==> src/sv/pobt_pkg.sv <==
// Package for the periodic / one-shot timer bank.
// Shared widths, action codes and the divide-by-1000 reciprocal constants.
// No dependencies.
`default_nettype none

package pobt_pkg;

   localparam int unsigned WORD_W            = 32;
   localparam int unsigned SLOT_FIELD_W      = 4;
   localparam int unsigned ADDR_SLOTS        = 16;
   localparam int unsigned DEFAULT_NUM_SLOTS = 16;

   // floor(x / 1000) == (x * DIV_MS_MAGIC) >> DIV_MS_SHIFT for every 32-bit x
   localparam logic [WORD_W-1:0] DIV_MS_MAGIC = 32'd2199023256;
   localparam int unsigned       DIV_MS_SHIFT = 41;

   typedef enum logic [1:0] {
      ACT_SCHED  = 2'd0,
      ACT_CANCEL = 2'd1,
      ACT_TICK   = 2'd2,
      ACT_RUN    = 2'd3
   } action_type;

endpackage

`default_nettype wire

==> src/sv/pobt_mul.sv <==
// Shared 32x32 multiplier with a registered full-width product.
// Depends on pobt_pkg for the word width.
`default_nettype none

module pobt_mul
   import pobt_pkg::*;
(
   input  wire logic                  clock,
   input  wire logic [WORD_W-1:0]     op_a,
   input  wire logic [WORD_W-1:0]     op_b,
   output logic      [2*WORD_W-1:0]   prod
);

   logic [2*WORD_W-1:0] prod_ff;
   logic [2*WORD_W-1:0] prod_in;

   assign prod_in = (2*WORD_W)'(op_a) * (2*WORD_W)'(op_b);

   always_ff @(posedge clock) begin
      prod_ff <= prod_in;
   end

   assign prod = prod_ff;

endmodule

`default_nettype wire

==> src/sv/periodic_oneshot_timer_bank_unit.sv <==
// Timer bank top level: sequencer, slot stores and output register.
// Depends on pobt_pkg and pobt_mul.
//
// Usage:
//   req_* carries one item (schedule, cancel, tick or run) with valid/ready.
//   rsp_* carries expiry results with valid/ready; csr_we/csr_wdata load clk_hz.
//   Cancel and tick complete in the idle state. Schedule passes ST_MUL_Q,
//   ST_MUL_IV and ST_WRITE: the shared multiplier first forms clk_hz/1000
//   by reciprocal multiply, then the duration in ms times that, then one
//   add forms the deadline. Run visits one slot per cycle, unless stalled,
//   through a single compare and add, then closes the run in ST_FINISH.
//   A fired slot is held back one step so its last flag is known; the scan
//   stalls on a second hit while the output register is still full, and the
//   closing step waits the same way. A run with nothing due returns one
//   marker item.
//   req_ready is high only while the sequencer is idle; a finished result may
//   still wait in the output register while the next item is taken.
//   Reset (synchronous) clears now, clk_hz and all armed bits; no clearing
//   pass is needed.
`default_nettype none

module periodic_oneshot_timer_bank_unit
   import pobt_pkg::*;
#(
   parameter int unsigned NUM_SLOTS = DEFAULT_NUM_SLOTS
)(
   input  wire logic                     clock,
   input  wire logic                     reset,
   input  wire logic                     req_valid,
   output logic                          req_ready,
   input  wire logic [1:0]               req_action,
   input  wire logic [SLOT_FIELD_W-1:0]  req_timer_slot,
   input  wire logic [WORD_W-1:0]        req_duration_ms,
   input  wire logic                     req_periodic,
   input  wire logic [WORD_W-1:0]        req_delta_cycles,
   output logic                          rsp_valid,
   input  wire logic                     rsp_ready,
   output logic [SLOT_FIELD_W-1:0]       rsp_expired_slot,
   output logic                          rsp_fired,
   output logic                          rsp_last,
   input  wire logic                     csr_we,
   input  wire logic [WORD_W-1:0]        csr_wdata
);

   localparam int unsigned SLOT_CNT = (NUM_SLOTS < ADDR_SLOTS) ? NUM_SLOTS : ADDR_SLOTS;
   localparam int unsigned IDX_W    = (SLOT_CNT > 1) ? $clog2(SLOT_CNT) : 1;

   typedef enum logic [2:0] {
      ST_IDLE,
      ST_MUL_Q,
      ST_MUL_IV,
      ST_WRITE,
      ST_SCAN,
      ST_FINISH
   } state_type;

   state_type                 state_ff, state_in;
   logic [WORD_W-1:0]         clk_hz_ff, clk_hz_in;
   logic [WORD_W-1:0]         now_ff, now_in;
   logic [SLOT_CNT-1:0]       armed_ff, armed_in;
   logic [IDX_W-1:0]          idx_ff, idx_in;
   logic [IDX_W-1:0]          pend_ff, pend_in;
   logic                      pend_vld_ff, pend_vld_in;
   logic                      rsp_valid_ff, rsp_valid_in;
   logic [SLOT_FIELD_W-1:0]   rsp_slot_ff, rsp_slot_in;
   logic                      rsp_fired_ff, rsp_fired_in;
   logic                      rsp_last_ff, rsp_last_in;

   // latched schedule operands
   logic [SLOT_FIELD_W-1:0]   sch_slot_ff, sch_slot_in;
   logic [WORD_W-1:0]         sch_ms_ff, sch_ms_in;
   logic                      sch_per_ff, sch_per_in;

   logic [WORD_W-1:0]         interval_ff [SLOT_CNT];
   logic [WORD_W-1:0]         deadline_ff [SLOT_CNT];
   logic                      reload_ff   [SLOT_CNT];

   logic [WORD_W-1:0]         mul_a, mul_b;
   logic [2*WORD_W-1:0]       mul_p;
   logic [WORD_W-1:0]         add_b, add_sum;
   logic                      hit, can_push, scan_end;
   logic                      req_slot_ok, sch_slot_ok;
   logic                      sch_wr, dl_wr;
   action_type                act;

   pobt_mul u_mul (
      .clock (clock),
      .op_a  (mul_a),
      .op_b  (mul_b),
      .prod  (mul_p)
   );

   assign act         = action_type'(req_action);
   assign req_slot_ok = WORD_W'(req_timer_slot) < WORD_W'(SLOT_CNT);
   assign sch_slot_ok = WORD_W'(sch_slot_ff) < WORD_W'(SLOT_CNT);

   // first pass: clk_hz * magic; second pass: duration in ms * (clk_hz / 1000)
   assign mul_a = (state_ff == ST_MUL_Q) ? clk_hz_ff : sch_ms_ff;
   assign mul_b = (state_ff == ST_MUL_Q) ? DIV_MS_MAGIC
                                         : WORD_W'(mul_p[2*WORD_W-1:DIV_MS_SHIFT]);

   // single adder on now: tick, schedule deadline, periodic reload
   always_comb begin
      unique case (state_ff)
         ST_SCAN:  add_b = interval_ff[idx_ff];
         ST_WRITE: add_b = mul_p[WORD_W-1:0];
         default:  add_b = req_delta_cycles;
      endcase
   end
   assign add_sum = now_ff + add_b;

   assign hit      = armed_ff[idx_ff] && (deadline_ff[idx_ff] <= now_ff);
   assign can_push = !rsp_valid_ff || rsp_ready;
   assign scan_end = idx_ff == IDX_W'(SLOT_CNT - 1);

   always_comb begin
      state_in     = state_ff;
      clk_hz_in    = csr_we ? csr_wdata : clk_hz_ff;
      now_in       = now_ff;
      armed_in     = armed_ff;
      idx_in       = idx_ff;
      pend_in      = pend_ff;
      pend_vld_in  = pend_vld_ff;
      rsp_valid_in = rsp_valid_ff && !rsp_ready;
      rsp_slot_in  = rsp_slot_ff;
      rsp_fired_in = rsp_fired_ff;
      rsp_last_in  = rsp_last_ff;
      sch_slot_in  = sch_slot_ff;
      sch_ms_in    = sch_ms_ff;
      sch_per_in   = sch_per_ff;
      sch_wr       = 1'b0;
      dl_wr        = 1'b0;

      unique case (state_ff)
         ST_IDLE: begin
            if (req_valid) begin
               unique case (act)
                  ACT_SCHED: begin
                     sch_slot_in = req_timer_slot;
                     sch_ms_in   = req_duration_ms;
                     sch_per_in  = req_periodic;
                     state_in    = ST_MUL_Q;
                  end
                  ACT_CANCEL: begin
                     if (req_slot_ok) begin
                        armed_in[req_timer_slot[IDX_W-1:0]] = 1'b0;
                     end
                  end
                  ACT_TICK: begin
                     now_in = add_sum;
                  end
                  ACT_RUN: begin
                     idx_in      = '0;
                     pend_vld_in = 1'b0;
                     state_in    = ST_SCAN;
                  end
               endcase
            end
         end
         ST_MUL_Q: begin
            state_in = ST_MUL_IV;
         end
         ST_MUL_IV: begin
            state_in = ST_WRITE;
         end
         ST_WRITE: begin
            if (sch_slot_ok) begin
               armed_in[sch_slot_ff[IDX_W-1:0]] = 1'b1;
               sch_wr = 1'b1;
            end
            state_in = ST_IDLE;
         end
         ST_SCAN: begin
            // a second hit needs the output register free for the held one
            if (!(hit && pend_vld_ff && !can_push)) begin
               if (hit) begin
                  if (pend_vld_ff) begin
                     rsp_valid_in = 1'b1;
                     rsp_slot_in  = SLOT_FIELD_W'(pend_ff);
                     rsp_fired_in = 1'b1;
                     rsp_last_in  = 1'b0;
                  end
                  pend_in     = idx_ff;
                  pend_vld_in = 1'b1;
                  if (reload_ff[idx_ff]) begin
                     dl_wr = 1'b1;
                  end else begin
                     armed_in[idx_ff] = 1'b0;
                  end
               end
               if (scan_end) begin
                  state_in = ST_FINISH;
               end else begin
                  idx_in = idx_ff + 1'b1;
               end
            end
         end
         ST_FINISH: begin
            if (can_push) begin
               rsp_valid_in = 1'b1;
               rsp_slot_in  = pend_vld_ff ? SLOT_FIELD_W'(pend_ff) : '0;
               rsp_fired_in = pend_vld_ff;
               rsp_last_in  = 1'b1;
               state_in     = ST_IDLE;
            end
         end
         default: begin
            state_in = ST_IDLE;
         end
      endcase
   end

   always_ff @(posedge clock) begin
      if (reset) begin
         state_ff     <= ST_IDLE;
         clk_hz_ff    <= '0;
         now_ff       <= '0;
         armed_ff     <= '0;
         idx_ff       <= '0;
         pend_vld_ff  <= 1'b0;
         rsp_valid_ff <= 1'b0;
      end else begin
         state_ff     <= state_in;
         clk_hz_ff    <= clk_hz_in;
         now_ff       <= now_in;
         armed_ff     <= armed_in;
         idx_ff       <= idx_in;
         pend_vld_ff  <= pend_vld_in;
         rsp_valid_ff <= rsp_valid_in;
      end
   end

   always_ff @(posedge clock) begin
      pend_ff      <= pend_in;
      rsp_slot_ff  <= rsp_slot_in;
      rsp_fired_ff <= rsp_fired_in;
      rsp_last_ff  <= rsp_last_in;
      sch_slot_ff  <= sch_slot_in;
      sch_ms_ff    <= sch_ms_in;
      sch_per_ff   <= sch_per_in;
   end

   // slot stores: no reset, read only behind an armed bit
   always_ff @(posedge clock) begin
      if (sch_wr) begin
         interval_ff[sch_slot_ff[IDX_W-1:0]] <= mul_p[WORD_W-1:0];
         deadline_ff[sch_slot_ff[IDX_W-1:0]] <= add_sum;
         reload_ff[sch_slot_ff[IDX_W-1:0]]   <= sch_per_ff;
      end else if (dl_wr) begin
         deadline_ff[idx_ff] <= add_sum;
      end
   end

   assign req_ready        = state_ff == ST_IDLE;
   assign rsp_valid        = rsp_valid_ff;
   assign rsp_expired_slot = rsp_slot_ff;
   assign rsp_fired        = rsp_fired_ff;
   assign rsp_last         = rsp_last_ff;

endmodule

`default_nettype wire

==> config.mk <==
export PLATFORM = sky130hd
export DESIGN_NAME = periodic_oneshot_timer_bank_unit
export DESIGN_NICKNAME = d
export VERILOG_FILES = /design/src/sv/pobt_pkg.sv /design/src/sv/pobt_mul.sv /design/src/sv/periodic_oneshot_timer_bank_unit.sv
export SDC_FILE = /design/constraint.sdc
export NUM_CORES = 2
export LEC_CHECK = 0
export BUFFER_PORTS_ARGS = -buffer_cell sky130_fd_sc_hd__buf_4
export CORE_ASPECT_RATIO = 0.8
export CORE_MARGIN = 1
export CORE_UTILIZATION = 30
export CTS_CLUSTER_DIAMETER = 50
export DETAILED_ROUTE_END_ITERATION = 8
export HOLD_SLACK_MARGIN = 0.06
export SLEW_MARGIN = 30
export SYNTH_ARGS = -nofsm -noshare
export SYNTH_HDL_FRONTEND = slang
export SYNTH_SLANG_ARGS = --single-unit
export TNS_END_PERCENT = 30
==> constraint.sdc <==
create_clock -name clock -period 8.71 [get_ports clock]
set_clock_uncertainty 0.2 [all_clocks]
set_input_delay 1.742 -clock clock [delete_from_list [all_inputs] [get_ports clock]]
set_output_delay 1.742 -clock clock [all_outputs]
set_load 0.005 [all_outputs]
==> summary.txt <==
Clock Sinks - 1,235
GP Congestion - 0.957
Compound-Gate Fraction of Synth Area - 4.00%
Ports - 116
Post-synth EDFFs - 1,087
fraction of layout cells with a size suffix above 1 - 21.6%
area leader, netlist - edfxtp_1
fin cells - 9,482
Place WS - -346 ps
vias in the first global route - 49,700
Primary FF master, synth - edfxtp_1
Iter 0 DRT Violations - 5,083
DR pass1 iterations - 6
DRC - 0
Num CTS Buffers - 120
max_cap viols - 0
Starting Density - 30.2%
final period utilization - 101%
dpl hpwl - 173 mm
Final WS setup - -66.4 ps
largest family of logic cells by synthesized area - adder cells
routed vias/inst - 5.07
Hold/Removal Path Class - register to register
Post-Synth XOR/XNOR Area - 0.838%
Worst-Skew Late Latency - 790 ps
Crit Path Max Fanout - 6
CP max stage delay - 660 ps
synth warn - 0
RSZ-0062 raised after global routing - yes
Layout Utilization - 35.4%
GRT overflow - 0
post-synthesis simple-gate area fraction - 8.08%
die area - 256,000 um2
Mapped Cells - 5,588
Cells after DPL - 9,238
Seq cells post-synth - 1,235
clock buffer depth - 3
via count - 48,100
Req. time, crit path - 9180 ps
gr usage total - 18.7%
top post-synthesis cells by count - edfxtp_1, inv_1, fa_1
Synth area leaders - edfxtp_1, fa_1, mux4_2
WS Path Type - register to register
row cnt - 165
outcome - finished, violations left
die span in y - 453 um
Nets - 7,243
count leader, synth - edfxtp_1
first-pass GRT wire length - 348 mm
final setup violation count - 2
port bufs - 115
Seq/Total Area, Yosys - 46.7%
final wirelength - 240 mm
relative slew slack - 34.9%
Final min period - 8780 ps
Crit. End Element - register
Worst Path Arrival - 9250 ps
most used cell, CP - fa_1
area of the core - 253,000 um2
worst slew pin tran - 975 ps
Die X - 566 um
Slew Limit Fails - 0
f_max - 0.114 GHz
CTS root buf - clkbuf_16
endpoints failing hold - 0
post-route ant nets - 0
Adder-Cell Fraction of Synth Area - 25.1%
average cell area after synthesis - 13.6 um2
Synth cell types - 74
startpoint types - register
Yosys top cell area share - 42.8%
multiplexer area fraction after synthesis - 10.2%
synthesis-to-finish area growth - 17.2%
H-tree depth - 3
critical path's slowest cell - fa_2
Synthesized Nets - 6,797
initial antenna violation count - 17
Worst-path clk slew - 70 ps
asr flop ratio synth - 0%
WL per Instance - 25.4 um
TritonCTS clock tree - done
failing checks - negative setup slack
mapped cell area - 76,300 um2
largest net degree at the start of global routing - 69
## kinds of logic after synthesis
family                   after synthesis
flip-flops                          1235
AND/OR/NAND/NOR                     1306
XOR/XNOR                              73
multiplexers                         364
AO/OA/AOI/OAI                        473
adder cells (fa/ha/maj)             1101
buffers and inverters               1036
## final cells by class
| type | instances | area, um2 |
|---|---|---|
| Tap cell | 3340 | 4180 |
| Sequential cell | 1235 | 35600 |
| Clock inverter | 91 | 983 |
| Inverter | 763 | 2860 |
| Clock buffer | 136 | 3100 |
| Timing Repair Buffer | 596 | 5050 |
| Fill cell | 24300 | 163000 |
| Multi-Input combinational cell | 3318 | 37600 |
| Antenna cell | 3 | 7.51 |
## sequential cells by signal, summed over array words and instances (netlist names), 3 cells and up, named ones only
register          flops
deadline_ff         512
interval_ff         512
u_mul.prod           55
clk_hz_ff            32
now_ff               32
sch_ms_ff            32
armed_ff             16
reload_ff            16
idx_ff                4
pend_ff               4
rsp_expired_slot      4
sch_slot_ff           4
state_ff              3
## cell usage in the layout, fill, tap and decap left out, drive strengths merged, types with 4 or more instances in the layout
master / instances
nand4: 27
nand2: 421
o22ai: 19
clkbuf: 138
xnor2: 50
nor2: 369
nor3: 25
o31ai: 4
a22oi: 31
or3: 8
a211oi: 28
clkinv: 64
mux2i: 33
edfxtp: 1087
ha: 390
clkinvlp: 6
a21boi: 4
or2: 24
buf: 592
xor2: 23
nor2b: 21
nand3: 36
o21a: 14
fa: 711
o21bai: 16
a31oi: 15
dfxtp: 148
a221oi: 6
a21oi: 163
and3: 273
inv: 774
a41o: 5
and2: 57
o211ai: 7
bufinv: 10
mux4: 329
a21o: 78
nand2b: 28
o21ai: 58
## worst max-delay path: cells and delay by family, from the launching register on
kind | cells | cell delay, ps
adders and majority gates | 9 | 4470
buffers and inverters | 7 | 820
and+or+nand+nor | 7 | 1280
AOI/OAI and AO/OA | 8 | 1630
DFF | 1 | 320
## stage by stage
| step | hold slack (ps) | cell area, um2 | TNS [ps] |
|---|---|---|---|
| after global routing | 305 | 89400 | -1320 |
| after CTS | 285 | 88800 | -38.1 |
| after detailed placement | 274 | 84500 | -1510 |
| after global placement | 266 | 84400 | -777 |
| after floorplan | 251 | 76300 | 0 |
| final | 286 | 89400 | -121 |
## metal layers
layer / GRT usage [%] / share of wire [%] / up-vias
met5: 0 / 0.015 / -
met4: 4.99 / 2.9 / 6
met3: 4.30 / 10 / 349
met2: 28.5 / 45 / 2244
met1: 26.6 / 43 / 25100
li1: - / - / 20400
## path summary, 6_finish.rpt
kind | cells after the start | slack (ps) | start | endpoint
setup / recovery | 31 | -70 | state_ff[0]$_SDFFE_PP0P_ | u_mul.prod[62]$_DFF_P_
hold / removal | 2 | 290 | now_ff[0]$_SDFFE_PP0P_ | now_ff[0]$_SDFFE_PP0P_
setup reg to reg | 31 | -70 | state_ff[0]$_SDFFE_PP0P_ | u_mul.prod[62]$_DFF_P_
hold reg to reg | 2 | 290 | now_ff[0]$_SDFFE_PP0P_ | now_ff[0]$_SDFFE_PP0P_
## repair_timing
item	in CTS	in global routing
gates cloned	3	2
hold buffers	0	0
setup buffers	2	5
pin swaps	2	41
hold endpoints to repair	0	0
setup endpoints to repair	16	19
gates resized for setup	38	91
Power is left out: the tool's default activity adds up to more than one toggle a clock period on the data nets, which glitch-free logic cannot reach.
